$ cat src/rtl/epr_pkg.sv
`timescale 1ns / 1ps

package epr_pkg;

  // Width of the capture timer.
  localparam int unsigned TimerBits = 16;

  localparam logic [16:0] OneQ16   = 17'd65536;
  localparam logic [16:0] MaxQ8    = 17'd115200;
  localparam logic [16:0] CpwReset =
    (TimerBits >= 16) ? 17'd65536 : 17'(64'd1 << TimerBits);
  localparam logic [15:0] TimerMask = 16'((64'd1 << TimerBits) - 64'd1);

  // Reciprocal of 125 for dividends below 2^23: q = (v * DivRecip) >> 30.
  localparam logic [23:0] DivRecip = 24'd8589935;
  localparam logic [6:0]  Divisor  = 7'd125;

  // Half of one Q0.16 unit, for round to nearest in the blend.
  localparam logic [64:0] BlendRound = 65'd32768;

  // Last step indexes of the shared units.
  localparam logic [2:0] DivLast   = 3'd3;
  localparam logic [2:0] BlendLast = 3'd5;

  // Input command codes.
  localparam logic CmdTick    = 1'b0;
  localparam logic CmdCapture = 1'b1;

  // Configuration register indexes.
  localparam logic CfgIdxCpw    = 1'b0;
  localparam logic CfgIdxWeight = 1'b1;

  typedef struct packed {
    logic       tick;
    logic       rise;
    logic       fall;
    logic       dur;
    logic       div_step;
    logic       blend_step;
    logic       commit;
    logic [2:0] step;
  } epr_cmd_t;

  typedef struct packed {
    logic waiting;
  } epr_sts_t;

endpackage

$ cat src/rtl/epr_if.sv
`timescale 1ns / 1ps

interface epr_in_if;
  logic        valid;
  logic        ready;
  logic        cmd;
  logic [15:0] capture_count;

  modport source (output valid, output cmd, output capture_count, input ready);
  modport sink (input valid, input cmd, input capture_count, output ready);
endinterface

interface epr_out_if;
  logic        valid;
  logic        ready;
  logic [16:0] distance_q8;
  logic [31:0] pulse_ticks;

  modport source (output valid, output distance_q8, output pulse_ticks, input ready);
  modport sink (input valid, input distance_q8, input pulse_ticks, output ready);
endinterface

$ cat src/rtl/epr_ctrl.sv
`timescale 1ns / 1ps

module epr_ctrl import epr_pkg::*; (
  input  logic     clk_i,
  input  logic     rst_ni,
  input  logic     in_valid_i,
  input  logic     in_cmd_i,
  output logic     in_ready_o,
  input  logic     out_ready_i,
  output logic     out_valid_o,
  input  epr_sts_t sts_i,
  output epr_cmd_t cmd_o
);

  localparam logic [2:0] StIdle  = 3'd0;
  localparam logic [2:0] StDur   = 3'd1;
  localparam logic [2:0] StDiv   = 3'd2;
  localparam logic [2:0] StBlend = 3'd3;
  localparam logic [2:0] StOut   = 3'd4;

  logic [2:0] state_q, state_d;
  logic [2:0] step_q, step_d;
  logic       out_valid_q, out_valid_d;
  logic       accept;

  always_comb begin
    state_d    = state_q;
    step_d     = step_q;
    cmd_o      = '0;
    cmd_o.step = step_q;
    in_ready_o = (state_q == StIdle);
    accept     = in_valid_i && in_ready_o;
    case (state_q)
      StIdle: begin
        if (accept) begin
          if (in_cmd_i == CmdTick) begin
            cmd_o.tick = 1'b1;
          end else if (!sts_i.waiting) begin
            cmd_o.rise = 1'b1;
          end else begin
            cmd_o.fall = 1'b1;
            state_d    = StDur;
          end
        end
      end
      StDur: begin
        cmd_o.dur = 1'b1;
        step_d    = '0;
        state_d   = StDiv;
      end
      StDiv: begin
        cmd_o.div_step = 1'b1;
        if (step_q == DivLast) begin
          step_d  = '0;
          state_d = StBlend;
        end else begin
          step_d = step_q + 3'd1;
        end
      end
      StBlend: begin
        cmd_o.blend_step = 1'b1;
        if (step_q == BlendLast) begin
          step_d  = '0;
          state_d = StOut;
        end else begin
          step_d = step_q + 3'd1;
        end
      end
      StOut: begin
        if (!out_valid_q || out_ready_i) begin
          cmd_o.commit = 1'b1;
          state_d      = StIdle;
        end
      end
      default: begin
        state_d = StIdle;
      end
    endcase
    out_valid_d = (out_valid_q && !out_ready_i) || cmd_o.commit;
  end

  assign out_valid_o = out_valid_q;

  always_ff @(posedge clk_i or negedge rst_ni) begin
    if (!rst_ni) begin
      state_q     <= StIdle;
      step_q      <= '0;
      out_valid_q <= 1'b0;
    end else begin
      state_q     <= state_d;
      step_q      <= step_d;
      out_valid_q <= out_valid_d;
    end
  end

endmodule

$ cat src/rtl/epr_dp.sv
`timescale 1ns / 1ps

module epr_dp import epr_pkg::*; (
  input  logic        clk_i,
  input  logic        rst_ni,
  input  epr_cmd_t    cmd_i,
  output epr_sts_t    sts_o,
  input  logic        cfg_we_i,
  input  logic        cfg_idx_i,
  input  logic [16:0] cfg_wdata_i,
  input  logic [15:0] cap_i,
  output logic [16:0] dist_o,
  output logic [31:0] ticks_o
);

  // Configuration and persistent state.
  logic [16:0] cpw_q;
  logic [16:0] wgt_q;
  logic        wait_q;
  logic [15:0] start_q;
  logic [31:0] ovf_q;
  logic [47:0] filt_q;

  // Working registers of one falling edge.
  logic [15:0] cap_q;
  logic [48:0] prod_q;
  logic [31:0] dur_q;
  logic [6:0]  rem_q;
  logic [47:0] quo_q;
  logic [64:0] acc_q;
  logic [16:0] dist_q;
  logic [31:0] ticks_q;

  logic [48:0] prod_d;
  logic [50:0] diff;
  logic [31:0] dur_d;
  logic [36:0] dur17;
  logic [63:0] zpad;
  logic [15:0] digit;
  logic [22:0] dv;
  logic [46:0] qm;
  logic [15:0] qd;
  logic [22:0] qx125;
  logic [22:0] rem_full;
  logic [16:0] wc;
  logic [16:0] wi;
  logic [15:0] opa;
  logic [16:0] opb;
  logic [32:0] pp;
  logic [64:0] addend;
  logic [47:0] fnew;
  logic [39:0] q8w;
  logic [16:0] dist_d;

  assign prod_d = {17'b0, ovf_q} * {32'b0, cpw_q};

  // End minus start; a negative result clamps to zero, a long one saturates.
  assign diff  = {2'b0, prod_q} + {35'b0, cap_q} - {35'b0, start_q};
  assign dur_d = diff[50] ? '0 : ((|diff[49:32]) ? '1 : diff[31:0]);

  // The sample is dur * 17 * 8192 / 125, long-divided in 16-bit digits.
  assign dur17 = {1'b0, dur_q, 4'b0} + {5'b0, dur_q};
  assign zpad  = {14'b0, dur17, 13'b0};

  always_comb begin
    case (cmd_i.step[1:0])
      2'd0:    digit = zpad[63:48];
      2'd1:    digit = zpad[47:32];
      2'd2:    digit = zpad[31:16];
      default: digit = zpad[15:0];
    endcase
  end

  assign dv       = {rem_q, digit};
  assign qm       = {24'b0, dv} * {23'b0, DivRecip};
  assign qd       = qm[45:30];
  assign qx125    = ({7'b0, qd} << 7) - ({7'b0, qd} << 1) - {7'b0, qd};
  assign rem_full = dv - qx125;

  // Blend: three partial products of the sample, then three of the old value.
  assign wc = (wgt_q > OneQ16) ? OneQ16 : wgt_q;
  assign wi = OneQ16 - wc;

  always_comb begin
    case (cmd_i.step)
      3'd0:    begin opa = quo_q[15:0];   opb = wc; end
      3'd1:    begin opa = quo_q[31:16];  opb = wc; end
      3'd2:    begin opa = quo_q[47:32];  opb = wc; end
      3'd3:    begin opa = filt_q[15:0];  opb = wi; end
      3'd4:    begin opa = filt_q[31:16]; opb = wi; end
      default: begin opa = filt_q[47:32]; opb = wi; end
    endcase
  end

  assign pp = {17'b0, opa} * {16'b0, opb};

  always_comb begin
    case (cmd_i.step)
      3'd0, 3'd3: addend = {32'b0, pp};
      3'd1, 3'd4: addend = {16'b0, pp, 16'b0};
      default:    addend = {pp, 32'b0};
    endcase
  end

  assign fnew   = acc_q[63:16];
  assign q8w    = fnew[47:8];
  assign dist_d = (q8w > {23'b0, MaxQ8}) ? MaxQ8 : q8w[16:0];

  always_ff @(posedge clk_i or negedge rst_ni) begin
    if (!rst_ni) begin
      cpw_q   <= CpwReset;
      wgt_q   <= OneQ16;
      wait_q  <= 1'b0;
      start_q <= '0;
      ovf_q   <= '0;
      filt_q  <= '0;
    end else begin
      if (cfg_we_i) begin
        case (cfg_idx_i)
          CfgIdxCpw:    cpw_q <= cfg_wdata_i;
          CfgIdxWeight: wgt_q <= cfg_wdata_i;
          default:      ;
        endcase
      end
      if (cmd_i.tick && (ovf_q != '1)) begin
        ovf_q <= ovf_q + 32'd1;
      end
      if (cmd_i.rise) begin
        start_q <= cap_i & TimerMask;
        ovf_q   <= '0;
        wait_q  <= 1'b1;
      end
      if (cmd_i.fall) begin
        wait_q <= 1'b0;
      end
      if (cmd_i.commit) begin
        filt_q <= fnew;
      end
    end
  end

  always_ff @(posedge clk_i) begin
    if (cmd_i.fall) begin
      cap_q  <= cap_i & TimerMask;
      prod_q <= prod_d;
    end
    if (cmd_i.dur) begin
      dur_q <= dur_d;
      rem_q <= '0;
      quo_q <= '0;
      acc_q <= BlendRound;
    end
    if (cmd_i.div_step) begin
      rem_q <= rem_full[6:0];
      quo_q <= {quo_q[31:0], qd};
    end
    if (cmd_i.blend_step) begin
      acc_q <= acc_q + addend;
    end
    if (cmd_i.commit) begin
      dist_q  <= dist_d;
      ticks_q <= dur_q;
    end
  end

  assign sts_o.waiting = wait_q;
  assign dist_o        = dist_q;
  assign ticks_o       = ticks_q;

endmodule

$ cat src/rtl/echo_pulse_range_filter_unit.sv
`timescale 1ns / 1ps

// Channel   Role    Payload                        Transfer when
// in_ch     sink    cmd, capture_count             in_ch.valid && in_ch.ready
// out_ch    source  distance_q8, pulse_ticks       out_ch.valid && out_ch.ready
// cfg       write   cfg_idx_i, cfg_wdata_i         cfg_we_i
//
// A tick or a rising edge leaves the unit idle. A falling edge runs the wrap
// multiply, registered with its transfer, then the duration, the divide by 125,
// the blend and the commit; the next item is taken in the cycle after the commit.
// The asynchronous reset clears all but the working and payload registers. A
// result waits in the output register while the next item is taken; a falling
// edge that finishes while that register is still full holds there.

module echo_pulse_range_filter_unit import epr_pkg::*; (
  input  logic        clk_i,
  input  logic        rst_ni,
  epr_in_if.sink      in_ch,
  epr_out_if.source   out_ch,
  input  logic        cfg_we_i,
  input  logic        cfg_idx_i,
  input  logic [16:0] cfg_wdata_i
);

  epr_cmd_t cmd;
  epr_sts_t sts;

  // The controller sequences each falling edge through the shared units and
  // owns both handshakes; ticks and rising edges are handled without leaving idle.
  epr_ctrl u_ctrl (
    .clk_i       (clk_i),
    .rst_ni      (rst_ni),
    .in_valid_i  (in_ch.valid),
    .in_cmd_i    (in_ch.cmd),
    .in_ready_o  (in_ch.ready),
    .out_ready_i (out_ch.ready),
    .out_valid_o (out_ch.valid),
    .sts_i       (sts),
    .cmd_o       (cmd)
  );

  // The datapath holds the registers, the wrap state, the filter state and
  // the output payload register.
  epr_dp u_dp (
    .clk_i       (clk_i),
    .rst_ni      (rst_ni),
    .cmd_i       (cmd),
    .sts_o       (sts),
    .cfg_we_i    (cfg_we_i),
    .cfg_idx_i   (cfg_idx_i),
    .cfg_wdata_i (cfg_wdata_i),
    .cap_i       (in_ch.capture_count),
    .dist_o      (out_ch.distance_q8),
    .ticks_o     (out_ch.pulse_ticks)
  );

endmodule

$ cat src/flat_wrapper.sv
// flat-port wrapper written by rule: the top's interface ports become plain ports
module echo_pulse_range_filter_unit_flat import epr_pkg::*;
  (clk_i, rst_ni, cfg_we_i, cfg_idx_i, cfg_wdata_i, in_ch_valid, in_ch_cmd, in_ch_capture_count, in_ch_ready, out_ch_valid, out_ch_distance_q8, out_ch_pulse_ticks, out_ch_ready);
  epr_in_if in_ch_i ();
  epr_out_if out_ch_i ();
  input  logic clk_i;
  input  logic rst_ni;
  input  logic cfg_we_i;
  input  logic cfg_idx_i;
  input  logic [16:0] cfg_wdata_i;
  input wire logic [$bits(in_ch_i.valid)-1:0] in_ch_valid;
  input wire logic [$bits(in_ch_i.cmd)-1:0] in_ch_cmd;
  input wire logic [$bits(in_ch_i.capture_count)-1:0] in_ch_capture_count;
  output wire logic [$bits(in_ch_i.ready)-1:0] in_ch_ready;
  output wire logic [$bits(out_ch_i.valid)-1:0] out_ch_valid;
  output wire logic [$bits(out_ch_i.distance_q8)-1:0] out_ch_distance_q8;
  output wire logic [$bits(out_ch_i.pulse_ticks)-1:0] out_ch_pulse_ticks;
  input wire logic [$bits(out_ch_i.ready)-1:0] out_ch_ready;
  assign in_ch_i.valid = in_ch_valid;
  assign in_ch_i.cmd = in_ch_cmd;
  assign in_ch_i.capture_count = in_ch_capture_count;
  assign in_ch_ready = in_ch_i.ready;
  assign out_ch_valid = out_ch_i.valid;
  assign out_ch_distance_q8 = out_ch_i.distance_q8;
  assign out_ch_pulse_ticks = out_ch_i.pulse_ticks;
  assign out_ch_i.ready = out_ch_ready;
  echo_pulse_range_filter_unit u_core (.clk_i(clk_i), .rst_ni(rst_ni), .in_ch(in_ch_i), .out_ch(out_ch_i), .cfg_we_i(cfg_we_i), .cfg_idx_i(cfg_idx_i), .cfg_wdata_i(cfg_wdata_i));
endmodule
$ cat config.mk
export PLATFORM = sky130hd
export DESIGN_NAME = echo_pulse_range_filter_unit_flat
export DESIGN_NICKNAME = d
export VERILOG_FILES = /design/src/rtl/epr_pkg.sv /design/src/rtl/epr_if.sv /design/src/rtl/epr_ctrl.sv /design/src/rtl/epr_dp.sv /design/src/rtl/echo_pulse_range_filter_unit.sv /design/src/flat_wrapper.sv
export SDC_FILE = /design/constraint.sdc
export NUM_CORES = 2
export LEC_CHECK = 0
export BUFFER_PORTS_ARGS = -buffer_cell sky130_fd_sc_hd__buf_2
export CORE_MARGIN = 3
export CORE_UTILIZATION = 50
export CTS_CLUSTER_DIAMETER = 40
export DETAILED_ROUTE_END_ITERATION = 16
export GPL_TIMING_DRIVEN = 1
export PLACE_DENSITY = 0.66
export SLEW_MARGIN = 40
export SYNTH_ARGS = -nofsm -noshare
export SYNTH_HDL_FRONTEND = slang
export SYNTH_SLANG_ARGS = --single-unit
$ cat constraint.sdc
create_clock -name clk_i -period 21.2 [get_ports clk_i]
set_clock_uncertainty 0.2 [all_clocks]
set_input_delay 2.12 -clock clk_i [delete_from_list [all_inputs] [get_ports clk_i]]
set_output_delay 2.12 -clock clk_i [all_outputs]
set_load 0.01 [all_outputs]
==> Word level (Yosys, flattened, before mapping) <==
Cells that the tools add are included.
{ "totals": {"reg_bits": 404, "inputBits": 40, "out_inout_bits": 51, "elab_cells": 110} }
{ "op_classes": {"addsub": 10, "n_mul": 3, "order_cmp": 2, "eq_ne": 18, "n_mux": 37, "bitwise_logic": 1, "n_reduce_logical": 22} }
{ "ops": {"columns": ["cell", "count"], "rows": [
  ["$mux 65", 2],
  ["$pmux 65 s2", 1],
  ["$mux 32", 3],
  ["$mux 48", 2],
  ["$pmux 16 s5", 1],
  ["$add 65x65->65", 1],
  ["$sub 50x16->51", 1],
  ["$add 49x16->50", 1],
  ["$mul 32x17->49", 1],
  ["$pmux 16 s3", 1],
  ["$mul 23x24->46 const B", 1],
  ["$gt 40x17->1 const B", 1],
  ["$add 36x32->37", 1],
  ["$mux 17", 2],
  ["$mul 16x17->33", 1],
  ["$add 32x1->32 const B", 1],
  ["$ne 32x32->1 const B", 1],
  ["$mux 3", 10],
  ["$reduce_or 18->1", 1],
  ["$gt 17x17->1 const B", 1],
  ["$sub 17x17->17 const A", 1],
  ["$pmux 3 s5", 1],
  ["$mux 7", 2],
  ["$sub 7x7->7", 2],
  ["24 further kinds", 53]
]} }

==> Logic depth before layout (Yosys ltp) <==
{ "logic_depth": {"depth_word": 8, "mapped_depth": 50, "depth_no_buf": 49} }

==> Modules after synthesis <==
From an unflattened synthesis, not the netlist that was laid out.
{ "unflattened": {"hier_cells": 6291, "hier_area_um2": 59006.6} }
{ "modules_own_cells": {"columns": ["module", "instances", "cells_each", "area_per_inst_um2", "seq_area_each_um2"], "rows": [
  ["epr_dp", 1, 6233, 58501.1, 11238.3],
  ["epr_ctrl", 1, 58, 505.5, 175.2]
]} }

==> Worst setup path after synthesis <==
No wires, ideal clock.
{ "synth_timing": {"kind": "register -> register", "from": "register u_core.u_dp.wgt_q[16]", "to": "register u_core.u_dp.acc_q[54], data pin", "setup_ns": 0.255, "t_arrival_ns": 10.504, "required_ns": 20.745, "slack_ns": 10.241, "stages_incl_launch_ff": 48, "n_path_buf": 4, "period_less_slack_ns": 10.959, "cell_sequence": "dfstp_2 clkbuf_1 clkbuf_1 nor2b_1 inv_1 clkbuf_1 ha_1 nor2_1 nor2_1 a31oi_1 o21ai_0 clkbuf_1 nor2_1 fa_1 inv_1 fa_1 fa_1 fa_1 (+12 left out) a31o_2 a21oi_1 nand2b_1 a21oi_1 xor2_1 o22ai_1 ha_1 a21o_1 a21o_1 a21o_1 a21oi_1 o21ai_0 a22o_1 a2111oi_0 nor2_1 a21o_1 a211o_1 and3_1"} }
{ "synth_between": {"elab_chain_cells": 8} }
{ "synth_lines": {"columns": ["item", "line_no", "rtl"], "rows": [
  ["start: declaration", "epr_dp.sv:18", "logic [16:0] wgt_q;"],
  ["start signal: assignment", "epr_dp.sv:112", "wgt_q <= OneQ16;"],
  ["start signal: assignment", "epr_dp.sv:121", "CfgIdxWeight: wgt_q <= cfg_wdata_i;"],
  ["$gt 17x17->1", "epr_dp.sv:81", "assign wc = (wgt_q > OneQ16) ? OneQ16 : wgt_q;"],
  ["$mux 17 (*)", "epr_dp.sv:81", null],
  ["$sub 17x17->17", "epr_dp.sv:82", "assign wi = OneQ16 - wc;"],
  ["$mux 17 (*)", "epr_dp.sv:85", "case (cmd_i.step)"],
  ["$mul 16x17->33 (*)", "epr_dp.sv:95", "assign pp = {17'b0, opa} * {16'b0, opb};"],
  ["$pmux 65 s2 (*)", "epr_dp.sv:98", "case (cmd_i.step)"],
  ["$add 65x65->65 (*)", "epr_dp.sv:158", "acc_q <= acc_q + addend;"],
  ["$mux 65 (*)", "epr_dp.sv:157", "if (cmd_i.blend_step) begin"],
  ["end signal: assignment", "epr_dp.sv:151", "acc_q <= BlendRound;"],
  ["end signal: assignment", "epr_dp.sv:158", null],
  ["end: declaration", "epr_dp.sv:30", "logic [64:0] acc_q;"]
]} }
Every way passes the cells marked *; elsewhere a longest branch is shown, timed or not.
A chain may end at the register's enable or synchronous reset.

==> Worst setup path after layout <==
{ "layout_timing": {"from": "register u_core.u_ctrl.step_q[0]", "to": "register u_core.u_dp.acc_q[58], data pin"} }
{ "layout_between": {"elab_chain_cells": 7, "word_cells_on_any_way": 14, "classes_between": "add/sub: 1; mul: 1; eq/ne: 4; mux: 4; reduce/logical: 4"} }
{ "layout_lines": {"columns": ["item", "line_no", "rtl"], "rows": [
  ["start: declaration", "epr_ctrl.sv:22", "logic [2:0] step_q, step_d;"],
  ["start signal: assignment", "epr_ctrl.sv:91", "step_q <= step_d;"],
  ["$eq 3x1->1, or another cell as far along", "epr_dp.sv:85, epr_dp.sv:98", null],
  ["$reduce_or 3->1 (no line)", null, null],
  ["$mux 17", "epr_dp.sv:85", null],
  ["$mul 16x17->33", "epr_dp.sv:95", null],
  ["$pmux 65 s2 (*)", "epr_dp.sv:98", null],
  ["$add 65x65->65 (*)", "epr_dp.sv:158", null],
  ["$mux 65 (*)", "epr_dp.sv:157", null]
]} }
Marks and branches as above.

==> run_results.csv <==
group,metric,value,unit
clocking,cts_hold_buf,0,
critical_path,r2r_slack,8110,ps
die,coreArea,117000,sq um
route,via_per_inst,5.62,
route,ant_nets,0,
clocking,clockRootBuffer,"clkbuf_16",
global_route,first_global_vias,46397,
final_layout,seq_area,11400,sq um
placement,dp_hpwl,128000,um
timing,period_minus_slack,13090,ps
die,fp.dieW,350,um
yosys,yosysTopAreaCellShare,0.284,
worst_hold_path,worstHoldStart,"u_core.u_dp.filt_q[41]",
worst_hold_path,hold_path_end,"u_core.u_dp.filt_q[41]",
critical_path,reg2reg_depth,40,
critical_path,worstSetupPathType,"reg2reg",
timing,timing.fmax,0.0764,GHz
yosys,ys_ff_latch,403,
timing,setup_viol,0,
global_route,grt_max_degree,68,
route,wire_per_inst,20.3,um
timing,finalCritPeriodShare,0.617,
global_route,antenna_found_initial,5,
yosys,avgSynthCellArea,9.17,sq um
timing,drv_slew,0,
yosys,synth.cell_area,59100,sq um
global_route,use_met3,0.0355,
timing,hold_viol,0,
global_route,grt_pass1_wl,259000,um
placement,gp_congestion,0.964,
final_layout,fillCellCount,10536,
critical_path,required,21360,ps
global_route,grt.busiest_layer,"met2",
timing,tightest_slew,898,ps
clocking,h-tree-depth,3,
clocking,insertion_delay,660,ps
final_layout,multi_input_area,42400,sq um
die,pin_count,91,
global_route,grt_usage,0.271,
critical_path,critPathSlowestCell,"nor3_1",
timing,slew_headroom,0.398,
worst_hold_path,hold_depth,2,
die,start_util,0.506,
clocking,post_cts_buffers,0,
clocking,clock_path_buffers,3,
yosys,ys_seq_area_frac,0.193,
critical_path,cp_slowest_stage_delay,660,ps
critical_path,cp_max_fo,20,
worst_hold_path,hp-class,"reg2reg",
route,drt-pass1-iter-count,6,
clocking,clk_pin_slew,60,ps
critical_path,r2r_end,"u_core.u_dp.acc_q[58]",
yosys,synth-edff-count,265,
clocking,cts_tree,"yes",
final_layout,fin_nets,7932,
yosys,syn-num-nets,7945,
clocking,ctsResizeCount,0,
die,fp.dieH,350,um
yosys,synth.distinct_cells,94,
yosys,yosys.area.top_type,"fa_1",
yosys,async_flop_share,0.342,
placement,io_buffers,90,
route,finalWirelength,163000,um
die,die_area,122000,sq um
critical_path,cp_common_cell,"fa_1",
final_layout,final_common_cell,"inv_1",
final_layout,area_growth,8.39,%
critical_path,cp.arrival,13250,ps
global_route,gr-total-overflow,0,
global_route,grt_use_met1,0.364,
route,route.vias.total,45101,
yosys,synth_area_leaders,"fa_1 28%, edfxtp_1 13%, ha_1 13%",
global_route,grt_use_met2,0.447,
run,drv_cap,0,
clocking,numCtsBuffers,80,
timing,fin_setup_tns,0,ps
yosys,synthFlopType,"edfxtp_1",
yosys,syn_inst,6444,
clocking,cts_sinks,403,
yosys,yosys_warnings,0,
final_layout,drive_gt1_frac,0.0689,
route,drtIter0Drc,3433,
timing,rsz0062_at_grt,"false",
final_layout,layout_common_cells,"1162 x inv_1, 837 x fa_1, 831 x nand2_1, 623 x ha_1, 415 x nor2_1",
die,rows,125,
critical_path,cp-start-kind,"register",
critical_path,endpoint_kind,"register",
critical_path,r2r_start,"u_core.u_ctrl.step_q[0]",
route,detail_route.drc_violations,0,
outcome,status,"completed",
[cells in the mapped netlist (all sizes together), types with 122 or more instances]
cell / number
a21o: 146
a21oi: 292
and2: 217
clkbuf: 238
dfrtp: 136
edfxtp: 265
fa: 837
ha: 624
inv: 1164
nand2: 833
nor2: 422
o21ai: 163
xnor2: 122
[routing by layer]
metal,vias up,routed length (um)
met4,0,6800
met3,367,10500
met1,22415,68700
met5,-,0
li1,20746,-
met2,1573,76800
[state kept, by name (all words and copies together), names as in the netlist]
register                   cells
u_core.u_ctrl.out_valid_o      1
u_core.u_ctrl.state_q          3
u_core.u_ctrl.step_q           3
u_core.u_dp.acc_q             64
u_core.u_dp.cap_q             16
u_core.u_dp.cpw_q             17
u_core.u_dp.dist_o            17
u_core.u_dp.dur_q             32
u_core.u_dp.filt_q            48
u_core.u_dp.ovf_q             32
u_core.u_dp.prod_q            49
u_core.u_dp.quo_q             48
u_core.u_dp.rem_q              7
u_core.u_dp.start_q           16
u_core.u_dp.sts_o              1
u_core.u_dp.ticks_o           32
u_core.u_dp.wgt_q             17
[critical path, delay by kind of cell (launching register included)]
kind | cells | cell delay [ps]
AO/OA/AOI/OAI | 16 | 4710
adder cells (fa/ha/maj) | 9 | 4310
AND/OR/NAND/NOR | 9 | 2440
flip-flops | 1 | 470
XOR/XNOR | 2 | 360
buffers and inverters | 4 | 280
[metrics by stage]
step	setup WS (ps)	util	area [sq um]	cells	hold WS [ps]
floorplan	10240	-	59100	6444	245
global placement	8560	0.523	61000	7868	260
detailed placement	8200	0.524	61100	7869	265
CTS	8180	0.548	63900	8018	284
global route	7180	0.549	64000	8022	298
finish	8110	0.549	64000	8023	287
[how the worst max path moves through the flow]
stage | depth (start not counted) | from | to | slack [ps]
floorplan | 47 | u_core.u_dp.wgt_q[16] | u_core.u_dp.acc_q[54] | 10240
global placement | 40 | u_core.u_ctrl.step_q[0] | u_core.u_dp.acc_q[60] | 8560
detailed placement | 40 | u_core.u_ctrl.step_q[0] | u_core.u_dp.acc_q[58] | 8200
CTS | 40 | u_core.u_ctrl.step_q[0] | u_core.u_dp.acc_q[58] | 8180
global route | 40 | u_core.u_ctrl.step_q[0] | u_core.u_dp.acc_q[58] | 7180
finish | 40 | u_core.u_ctrl.step_q[0] | u_core.u_dp.acc_q[58] | 8110
[logic make-up after synthesis]
| logic type | after synthesis | share of synthesized area |
|---|---|---|
| compound gates | 969 | 0.107 |
| xor+xnor | 239 | 0.0358 |
| fa+ha+maj | 1461 | 0.416 |
| buf+inv | 1426 | 0.0909 |
| flops | 403 | 0.193 |
| mux | 60 | 0.0113 |
| simple gates | 1886 | 0.146 |
[layout make-up]
class / count / area share
multi-input combinational: 4615 / 0.662
sequential: 403 / 0.179
inverter: 1165 / 0.0683
clock buffer: 92 / 0.0328
tap: 1524 / 0.0298
timing repair buffer: 166 / 0.0169
clock inverter: 57 / 0.0111
antenna: 1 / 0.0000391
Power is not shown: default switching activity piles up to over one toggle a cycle in this logic, so the estimate is an artifact.
